[src/rtl/core/dqo_pkg.sv]
// shared constants, types and helpers for the dithered quadrature oscillator
package dqo_pkg;

    localparam int FRAC_BITS = 16;
    localparam int DATA_W    = 32;
    localparam int PHASE_W   = 31;
    localparam int MASK_W    = 16;
    localparam int CMD_W     = 2;
    localparam int CFG_IDX_W = 2;
    localparam int MUL_CNT_W = $clog2(PHASE_W);

    localparam logic [PHASE_W-1:0] PHASE_RESET = PHASE_W'(411775);
    localparam logic [DATA_W-1:0]  SEED_RESET  = DATA_W'(1337);
    localparam logic [DATA_W-1:0]  COS_ONE     = DATA_W'(1) << FRAC_BITS;

    localparam logic [CFG_IDX_W-1:0] REG_PHASE_STEP  = CFG_IDX_W'(0);
    localparam logic [CFG_IDX_W-1:0] REG_DITHER_MASK = CFG_IDX_W'(1);

    typedef enum logic [CMD_W-1:0] {
        CMD_STEP    = 2'd0,
        CMD_RESTART = 2'd1,
        CMD_CLEAR   = 2'd2,
        CMD_LOAD    = 2'd3
    } cmd_t;

    typedef struct packed {
        logic busy;
        logic done;
    } mul_stat_t;

    // xorshift32 with shifts 13, 17, 5
    function automatic logic [DATA_W-1:0] xorshift(input logic [DATA_W-1:0] seed);
        logic [DATA_W-1:0] r;
        r = seed;
        r = r ^ (r << 13);
        r = r ^ (r >> 17);
        r = r ^ (r << 5);
        return r;
    endfunction

endpackage

[src/rtl/core/dqo_mul.sv]
// bit-serial shift-add multiplier: signed value times unsigned phase step, scaled
module dqo_mul (
    input  logic                            clk,
    input  logic                            rst_n,
    input  logic                            start,
    input  logic signed [dqo_pkg::DATA_W-1:0] multiplicand,
    input  logic [dqo_pkg::PHASE_W-1:0]     multiplier,
    output dqo_pkg::mul_stat_t              stat,
    output logic [dqo_pkg::DATA_W-1:0]      product
);
    import dqo_pkg::*;

    localparam logic [MUL_CNT_W-1:0] MUL_LAST = MUL_CNT_W'(PHASE_W - 1);

    logic signed [DATA_W:0]    acc_reg;
    logic [PHASE_W-1:0]        low_reg;
    logic signed [DATA_W:0]    mcand_reg;
    logic [PHASE_W-1:0]        mplier_reg;
    logic [MUL_CNT_W-1:0]      cnt_reg;
    logic                      run_reg;
    logic                      done_reg;
    logic signed [DATA_W:0]    sum;
    logic [DATA_W+PHASE_W:0]   full;

    // acc stays within one multiplicand of zero, so 33 bits never overflow
    assign sum     = acc_reg + (mplier_reg[0] ? mcand_reg : '0);
    assign full    = {acc_reg, low_reg};
    assign product = full[FRAC_BITS+DATA_W-1:FRAC_BITS];
    assign stat.busy = run_reg;
    assign stat.done = done_reg;

    always_ff @(posedge clk or negedge rst_n)
    begin
        if (!rst_n)
        begin
            run_reg  <= 1'b0;
            done_reg <= 1'b0;
            cnt_reg  <= '0;
        end
        else if (start)
        begin
            run_reg  <= 1'b1;
            done_reg <= 1'b0;
            cnt_reg  <= '0;
        end
        else if (run_reg)
        begin
            cnt_reg <= cnt_reg + MUL_CNT_W'(1);
            if (cnt_reg == MUL_LAST)
            begin
                run_reg  <= 1'b0;
                done_reg <= 1'b1;
            end
        end
        else
        begin
            done_reg <= 1'b0;
        end
    end

    always_ff @(posedge clk)
    begin
        if (start)
        begin
            acc_reg    <= '0;
            low_reg    <= '0;
            mcand_reg  <= {multiplicand[DATA_W-1], multiplicand};
            mplier_reg <= multiplier;
        end
        else if (run_reg)
        begin
            acc_reg    <= sum >>> 1;
            low_reg    <= {sum[0], low_reg[PHASE_W-1:1]};
            mplier_reg <= mplier_reg >> 1;
        end
    end

endmodule

[src/rtl/core/dithered_quadrature_oscillator_top.sv]
// top level of the dithered quadrature oscillator
// Each input item carries a command (s_tuser) and a cosine value (s_tdata) and
// yields one result item holding sine, cosine, step count and crossing count
// after the command. Restart, clear and load go from acceptance through ST_OUT
// to the output register; a step runs the bit-serial multiplier twice (one
// phase_step bit per cycle), first for the sine update in ST_MUL_X, then for
// the cosine update in ST_MUL_Y, before ST_OUT. One item is in work at a time;
// a finished result waits in the output register while the next item is accepted.
module dithered_quadrature_oscillator_top (
    input  logic                             clk,
    input  logic                             rst_n,
    input  logic                             s_tvalid,
    output logic                             s_tready,
    input  logic [dqo_pkg::DATA_W-1:0]       s_tdata,   // amplitude_value
    input  logic [dqo_pkg::CMD_W-1:0]        s_tuser,   // command
    output logic                             m_tvalid,
    input  logic                             m_tready,
    // sine_out, cosine_out, step_total, crossing_total
    output logic [4*dqo_pkg::DATA_W-1:0]     m_tdata,
    input  logic                             cfg_valid,
    output logic                             cfg_ready,
    input  logic [dqo_pkg::CFG_IDX_W-1:0]    cfg_index,
    input  logic [dqo_pkg::DATA_W-1:0]       cfg_data
);
    import dqo_pkg::*;

    typedef enum logic [1:0] {
        ST_IDLE,
        ST_MUL_X,
        ST_MUL_Y,
        ST_OUT
    } state_t;

    state_t               state_reg;
    logic [PHASE_W-1:0]   phase_step_reg;
    logic [MASK_W-1:0]    dither_mask_reg;
    logic [DATA_W-1:0]    sine_reg;
    logic [DATA_W-1:0]    cosine_reg;
    logic [DATA_W-1:0]    seed_reg;
    logic                 prior_sign_reg;
    logic [DATA_W-1:0]    step_cnt_reg;
    logic [DATA_W-1:0]    cross_cnt_reg;
    logic [DATA_W-1:0]    dither_reg;
    logic                 m_tvalid_reg;
    logic [4*DATA_W-1:0]  m_tdata_reg;

    logic                 s_accept;
    cmd_t                 cmd;
    logic [DATA_W-1:0]    rng_next;
    logic [DATA_W-1:0]    sine_next;
    logic                 out_free;
    logic                 mul_start;
    logic [DATA_W-1:0]    mul_operand;
    mul_stat_t            mul_stat;
    logic [DATA_W-1:0]    mul_product;

    assign s_tready  = (state_reg == ST_IDLE);
    assign s_accept  = s_tvalid && s_tready;
    assign cmd       = cmd_t'(s_tuser);
    assign cfg_ready = 1'b1;
    assign m_tvalid  = m_tvalid_reg;
    assign m_tdata   = m_tdata_reg;
    assign out_free  = !m_tvalid_reg || m_tready;

    assign rng_next  = xorshift(seed_reg);
    assign sine_next = sine_reg - (mul_product + dither_reg);

    assign mul_start = (s_accept && cmd == CMD_STEP)
                       || (state_reg == ST_MUL_X && mul_stat.done);
    assign mul_operand = (state_reg == ST_IDLE) ? cosine_reg : sine_next;

    dqo_mul u_mul (
        .clk          (clk),
        .rst_n        (rst_n),
        .start        (mul_start),
        .multiplicand (mul_operand),
        .multiplier   (phase_step_reg),
        .stat         (mul_stat),
        .product      (mul_product)
    );

    always_ff @(posedge clk or negedge rst_n)
    begin
        if (!rst_n)
        begin
            phase_step_reg  <= PHASE_RESET;
            dither_mask_reg <= '0;
        end
        else if (cfg_valid && cfg_ready)
        begin
            case (cfg_index)
                REG_PHASE_STEP:  phase_step_reg  <= cfg_data[PHASE_W-1:0];
                REG_DITHER_MASK: dither_mask_reg <= cfg_data[MASK_W-1:0];
                default:         ;
            endcase
        end
    end

    always_ff @(posedge clk or negedge rst_n)
    begin
        if (!rst_n)
        begin
            state_reg      <= ST_IDLE;
            sine_reg       <= '0;
            cosine_reg     <= COS_ONE;
            seed_reg       <= SEED_RESET;
            prior_sign_reg <= 1'b0;
            step_cnt_reg   <= '0;
            cross_cnt_reg  <= '0;
            dither_reg     <= '0;
            m_tvalid_reg   <= 1'b0;
            m_tdata_reg    <= '0;
        end
        else
        begin
            // in ST_OUT the output register is reloaded below instead
            if (m_tvalid_reg && m_tready && state_reg != ST_OUT)
            begin
                m_tvalid_reg <= 1'b0;
            end
            case (state_reg)
                ST_IDLE:
                begin
                    if (s_accept)
                    begin
                        case (cmd)
                            CMD_STEP:
                            begin
                                seed_reg   <= rng_next;
                                // centred dither, wraps at 32 bits
                                dither_reg <= (rng_next & DATA_W'(dither_mask_reg))
                                              - DATA_W'(dither_mask_reg >> 1);
                                state_reg  <= ST_MUL_X;
                            end
                            CMD_RESTART:
                            begin
                                sine_reg       <= '0;
                                cosine_reg     <= COS_ONE;
                                prior_sign_reg <= 1'b0;
                                step_cnt_reg   <= '0;
                                cross_cnt_reg  <= '0;
                                state_reg      <= ST_OUT;
                            end
                            CMD_CLEAR:
                            begin
                                step_cnt_reg  <= '0;
                                cross_cnt_reg <= '0;
                                state_reg     <= ST_OUT;
                            end
                            CMD_LOAD:
                            begin
                                cosine_reg <= s_tdata;
                                state_reg  <= ST_OUT;
                            end
                            default:
                            begin
                                state_reg <= ST_OUT;
                            end
                        endcase
                    end
                end
                ST_MUL_X:
                begin
                    if (mul_stat.done)
                    begin
                        sine_reg       <= sine_next;
                        prior_sign_reg <= sine_next[DATA_W-1];
                        cross_cnt_reg  <= cross_cnt_reg
                                          + DATA_W'(sine_next[DATA_W-1] ^ prior_sign_reg);
                        step_cnt_reg   <= step_cnt_reg + DATA_W'(1);
                        state_reg      <= ST_MUL_Y;
                    end
                end
                ST_MUL_Y:
                begin
                    if (mul_stat.done)
                    begin
                        cosine_reg <= cosine_reg + mul_product;
                        state_reg  <= ST_OUT;
                    end
                end
                ST_OUT:
                begin
                    if (out_free)
                    begin
                        m_tvalid_reg <= 1'b1;
                        m_tdata_reg  <= {cross_cnt_reg, step_cnt_reg, cosine_reg, sine_reg};
                        state_reg    <= ST_IDLE;
                    end
                end
                default:
                begin
                    state_reg <= ST_IDLE;
                end
            endcase
        end
    end

endmodule

[config.mk]
export PLATFORM = sky130hd
export DESIGN_NAME = dithered_quadrature_oscillator_top
export DESIGN_NICKNAME = d
export VERILOG_FILES = /design/src/rtl/core/dqo_pkg.sv /design/src/rtl/core/dqo_mul.sv /design/src/rtl/core/dithered_quadrature_oscillator_top.sv
export SDC_FILE = /design/constraint.sdc
export NUM_CORES = 1
export LEC_CHECK = 0
export BUFFER_PORTS_ARGS = -buffer_cell sky130_fd_sc_hd__buf_4
export CAP_MARGIN = 20
export CORE_MARGIN = 2
export CORE_UTILIZATION = 55
export DETAILED_ROUTE_END_ITERATION = 6
export PLACE_DENSITY = 0.77
export SLEW_MARGIN = 10
export SYNTH_ARGS = -nofsm -noshare
export SYNTH_HDL_FRONTEND = slang
export SYNTH_HIERARCHICAL = 1
export SYNTH_SLANG_ARGS = --single-unit
export TNS_END_PERCENT = 1
[constraint.sdc]
create_clock -name clk -period 4 [get_ports clk]
set_input_delay 0.6 -clock clk [delete_from_list [all_inputs] [get_ports clk]]
set_output_delay 0.6 -clock clk [all_outputs]
set_load 0.005 [all_outputs]
# Yosys cells after proc, flatten, opt, wreduce, memory -nomap -nowiden
# Index checks and enable logic that the tools add are counted.
dict set report totals {
  reg_bits 504
  inputBits 73
  output_inout_bits 131
  elab_cells 112
}
dict set report op_classes {
  n_addsub 8
  n_eq_ne 17
  mux 39
  bitwise 5
  n_reduce_logical 24
}
# op count
set op_table {}
lappend op_table {{2-to-1 mux 32 bit} 10}
lappend op_table {{case mux 32 bit (2 select lines)} 5}
lappend op_table {{adder 32 bit} 2}
lappend op_table {{XOR 32 bit} 2}
lappend op_table {{2-to-1 mux 31 bit} 2}
lappend op_table {{adder 33 bit} 1}
lappend op_table {{2-to-1 mux 33 bit} 1}
lappend op_table {{adder 32 x 1 -> 32 bit} 1}
lappend op_table {{adder 32 x 1 -> 32 bit, second input constant} 1}
lappend op_table {{bitwise AND 32 x 16 -> 32 bit} 1}
lappend op_table {{subtractor 32 x 15 -> 32 bit} 1}
lappend op_table {{subtractor 32 bit} 1}
lappend op_table {{XOR 32 x 15 -> 32 bit} 1}
lappend op_table {{AND reduction 4 bit} 4}
lappend op_table {{2-to-1 mux 1 bit} 12}
lappend op_table {{2-to-1 mux 5 bit} 2}
lappend op_table {{== test 2 bit, second input constant} 4}
lappend op_table {{2-to-1 mux 2 bit} 4}
lappend op_table {{inequality test 2 x 1 -> 1 bit, second input constant} 4}
lappend op_table {{case mux 2 bit (4 select lines)} 1}
lappend op_table {{== test 2 x 1 -> 1 bit, second input constant} 3}
lappend op_table {{logical NOT 2 bit} 3}
lappend op_table {{inequality test 2 bit, second input constant} 3}
lappend op_table {{AND reduction 2 bit} 3}
lappend op_table {{14 further kinds} 21}

# Depth between registers and ports, before layout
dict set report logic_depth {
  ltp_word 6
  depth_mapped 24
  ltp_nobuf 22
}

# Cells and area by module
# Netlist, hierarchy kept.
# mod instances cells_each area_each_um2
set modules_own_cells {}
lappend modules_own_cells {dithered_quadrature_oscillator_top 1 2012 20596.0}
lappend modules_own_cells {dqo_mul 1 577 6221.0}

# Worst setup path before layout
# OpenSTA, ideal clock, no wires.
dict set report synth_path {
  path_type {flip-flop to flip-flop}
  startpoint {register u_mul.acc_reg[7]}
  endpoint {register cross_cnt_reg[31]}
  arrival_ns 4.301
  path_slack_ns -0.433
  path_stages_with_launch 25
  path_cell_list {dfxtp_1 -> buf_4 -> inv_1 -> fa_1 -> ha_1 -> buf_2 -> a21o_1 -> a21o_1 -> a21oi_1 -> and2b_2 -> nor2_1 -> a21oi_2 -> nor3_2 -> xnor2_1 -> inv_1 -> ha_1 -> and3_1 -> and4_1 -> nand4_1 -> nor2_1 -> nand3_2 -> nor2_2 -> nand4_1 -> xor2_1 -> nor2_1}
}
dict set report synth_via {
  elab_chain_cells 6
}
# element line
set synth_rtl {}
lappend synth_rtl {{start, declared} dqo_mul.sv:15} ;# logic signed [DATA_W:0] acc_reg;
lappend synth_rtl {{start signal, assigned} dqo_mul.sv:72} ;# acc_reg <= sum >>> 1;
lappend synth_rtl {{adder 32 bit} dithered_quadrature_oscillator_top.sv:66} ;# assign sine_next = sine_reg - (mul_product + dither_reg);
lappend synth_rtl {{subtractor 32 bit} dithered_quadrature_oscillator_top.sv:66}
lappend synth_rtl {{XOR 1 bit} dithered_quadrature_oscillator_top.sv:169} ;# + DATA_W'(sine_next[DATA_W-1] ^ prior_sign_reg);
lappend synth_rtl {{adder 32 x 1 -> 32 bit} dithered_quadrature_oscillator_top.sv:169}
lappend synth_rtl {{2-to-1 mux 32 bit} dithered_quadrature_oscillator_top.sv:164} ;# if (mul_stat.done)
lappend synth_rtl {{case mux 32 bit (2 select lines)} dithered_quadrature_oscillator_top.sv:121} ;# case (state_reg)
lappend synth_rtl {{end signal, assigned} dithered_quadrature_oscillator_top.sv:168} ;# cross_cnt_reg <= cross_cnt_reg
lappend synth_rtl {{end, declared} dithered_quadrature_oscillator_top.sv:42} ;# logic [DATA_W-1:0] cross_cnt_reg;
# No other way between the ends. The select of a mux whose other input is x is not followed.
# A chain may end at the register's enable or synchronous reset.

# Worst setup path after layout
dict set report layout_path {
  startpoint {register dither_reg[3]}
  endpoint {register cross_cnt_reg[22]}
}
dict set report layout_via {
  elab_chain_cells 6
}
# element line
set layout_rtl {}
lappend layout_rtl {{start, declared} dithered_quadrature_oscillator_top.sv:43} ;# logic [DATA_W-1:0] dither_reg;
lappend layout_rtl {{start signal, assigned} dithered_quadrature_oscillator_top.sv:131} ;# dither_reg <= (rng_next & DATA_W'(dither_mask_reg))
lappend layout_rtl {{adder 32 bit} dithered_quadrature_oscillator_top.sv:66}
lappend layout_rtl {{subtractor 32 bit} dithered_quadrature_oscillator_top.sv:66}
lappend layout_rtl {{XOR 1 bit} dithered_quadrature_oscillator_top.sv:169}
lappend layout_rtl {{adder 32 x 1 -> 32 bit} dithered_quadrature_oscillator_top.sv:169}
lappend layout_rtl {{2-to-1 mux 32 bit} dithered_quadrature_oscillator_top.sv:164}
lappend layout_rtl {{case mux 32 bit (2 select lines)} dithered_quadrature_oscillator_top.sv:121}
# No other way between the ends. The select of a mux whose other input is x is not followed.

==> key figures <==
CTS
  – Clock slew at reported path FFs: 0.06 ns
  – Clk_lat worst skew: 0.63 ns
  – H-tree lvl count: 2
  – Root Buffer Master: clkbuf_16
  – Max clock buf depth: 3
  – CTS Sinks: 486
  – Num CTS Buffers: 52
  – CTS tree: done

Power and ir drop
  – Leakage: 15.32 nW
  – VDD IR max: 636.0 uV
  – Power density cells: 985.1 nW/um^2

Placement
  – Pre-CTS setup slack: -0.6044 ns
  – Hpwl dp: 50.54 mm
  – Area after DPL: 30050 sq um
  – IO Port Bufs: 201
  – RD Place Congestion: 0.9511

Detailed routing
  – Met2 WL: 34.84 mm
  – Initial drt markers: 1386
  – WL/cell: 19.45 um
  – WL met3: 3.045 mm
  – Antenna-violating nets left: 0
  – Vias: 20680
  – M1 wire length: 28.55 mm
  – Vias/cell: 5.798
  – DRC: 0
  – Highest metal used: met4
  – First-pass iteration count of the detailed router: 5
  – Final wirelength: 69.39 mm

GRT
  – First-pass GRT wire length: 112.2 mm
  – GRT Util Overall: 27.81%
  – Vias in the first global route: 21370
  – Initial antenna violation count: 1
  – Pin count of the biggest net entering global routing: 103
  – Total gr overflow: 0

Floorplanning
  – Area of the core: 47950 sq um
  – Initial Util: 55.92%
  – Chip Width: 224.8 um
  – Die height: 224.8 um
  – Die area: 50530 sq um
  – # rows: 80
  – # IOs: 204

STA
  – Max Slew Vio Count: 0
  – RSZ-0062 raised after global routing: yes
  – Skew final: 0.02266 ns
  – Min Tclk post-route: 4.508 ns
  – Headroom to the max-slew limit: 25.20%
  – Fin. Hold Viols: 0
  – Worst Tran Pin Value: 1.122 ns
  – Final setup slack of the worst path: -0.5081 ns
  – Setup violations, final: 19
  – F_max: 221.8 MHz
  – Final worst path period share: 112.7%

Critical path
  – Worst Setup End Kind: register
  – Crit-path slowest cell: fa_1
  – FF-to-FF setup slack: -0.51 ns
  – WP data arrival: 5.02 ns
  – FF-to-FF path depth: 22
  – Crit start category: register
  – Worst EP required: 4.51 ns
  – Worst path buffer plus inverter count: 5
  – R2R Path End: cross_cnt_reg[22]
  – CP max stage delay: 0.54 ns
  – Crit path from: dither_reg[3]
  – Critical path type: register to register
  – Cells along the critical path: inv_2, fa_1, ha_4, buf_6, a311o_1, a22o_1, o211ai_2, a21oi_2, nor3_2, xnor2_2, inv_1, ha_2, and3_4, and4_4, nand4_1, nor2_2, nand3_4, buf_4, buf_6, nor2_2, xnor2_1, nor2_1
  – Worst flop-to-flop path startpoint: dither_reg[3]
  – Critical path's top delay family: simple AND/OR/NAND/NOR gates
  – CP Max Fanout: 4

Outcome
  – Failing checks: negative setup slack
  – Status: complete, but fails checks

Job
  – Maxcap violations: 0

Finish
  – Fillers: 3618
  – Diodes inserted: 0
  – Design Area, Final: 32000 sq um
  – Largest register FFs: 128
  – Register Area: 12270 sq um
  – Layout area overhead: 19.34%
  – Share of layout cells above drive strength 1: 25.88%
  – Multi-input combinational cell area: 13770 sq um
  – Net count, final: 3139

Worst hold path
  – HP Class: input port to asynchronous set/reset pin

Logic synthesis
  – Syn_area_per_cell: 10.36 sq um
  – Synth Warn #: 6
  – Mapped Cells: 2588
  – Synthesized area: 26810 sq um
  – Post-synth net total: 2819
## where the power goes
part,internal (mW),switching (mW)
clock,2.80,2.09
sequential,6.80,0.906
combinational,8.32,10.6
total,17.9,13.6
## repair_timing
item	CTS	global route
resized for setup	13	25
hold buffers	0	0
setup endpoints to repair	27	47
setup buffers	4	4
pin swaps	17	20
## cells in the final DEF, fill, tap and decap left out, types with 44 or more instances in the layout
cell	count
a21o_1	73
a21oi_1	104
buf_4	376
clkbuf_16	52
dfrtp_1	358
dfxtp_1	44
edfxtp_1	63
ha_1	114
inv_1	119
mux2_2	203
nand2_1	242
nand3_1	61
nor2_1	183
o21ai_0	168
xnor2_1	126
xor2_1	106
## through the flow
| step | hold slack, ns | setup TNS [ns] | cells | total power, mW | utilization (%) |
|---|---|---|---|---|---|
| global placement | 0.4431 | -6.681 | 3461 | 25.41 | 62.67 |
| CTS | 0.05525 | -7.607 | 3563 | 31.16 | 66.51 |
| finish | 0.00007294 | -6.610 | 3567 | 31.52 | 66.73 |
| detailed placement | 0.4531 | -9.144 | 3461 | 25.96 | 62.67 |
| global route | 0.08329 | -11.92 | 3567 | 33.65 | 66.73 |
| floorplan | 0.3044 | -1.457 | 2588 | 19.28 | - |
## worst max-delay path by stage
| stage | to | depth (start not counted) |
|---|---|---|
| floorplan | cross_cnt_reg[31] | 24 |
| global placement | cross_cnt_reg[31] | 21 |
| detailed placement | cross_cnt_reg[31] | 21 |
| CTS | cross_cnt_reg[31] | 22 |
| global route | cross_cnt_reg[31] | 21 |
| finish | cross_cnt_reg[22] | 22 |
## layout make-up
cell class	instances	share of cell area [%]
Multi-Input combinational cell	1859	43.05
Timing Repair Buffer	384	9.252
Sequential cell	486	38.34
Tap cell	615	2.405
Clock inverter	27	0.8799
Inverter	125	1.466
Clock buffer	71	4.603
## worst reg2reg max path, stage by stage, from the launching register on
cell and delay, ns:
dfrtp_1 0.36, inv_2 0.05, fa_1 0.54, ha_4 0.22, buf_6 0.12, a311o_1 0.39, a22o_1 0.26, o211ai_2 0.20
a21oi_2 0.08, nor3_2 0.26, xnor2_2 0.19, inv_1 0.13, ha_2 0.19, and3_4 0.21, and4_4 0.22, nand4_1 0.13
nor2_2 0.18, nand3_4 0.12, buf_4 0.16, buf_6 0.11, nor2_2 0.08, xnor2_1 0.13, nor2_1 0.07
## metal layers
metal | vias to the layer above | track usage, %
li1 | 9706 | -
met1 | 10280 | 34.50
met2 | 521 | 48.35
met3 | 174 | 4.063
met4 | 0 | 12.16
met5 | - | 0
Power figures use the tool's default switching activity.
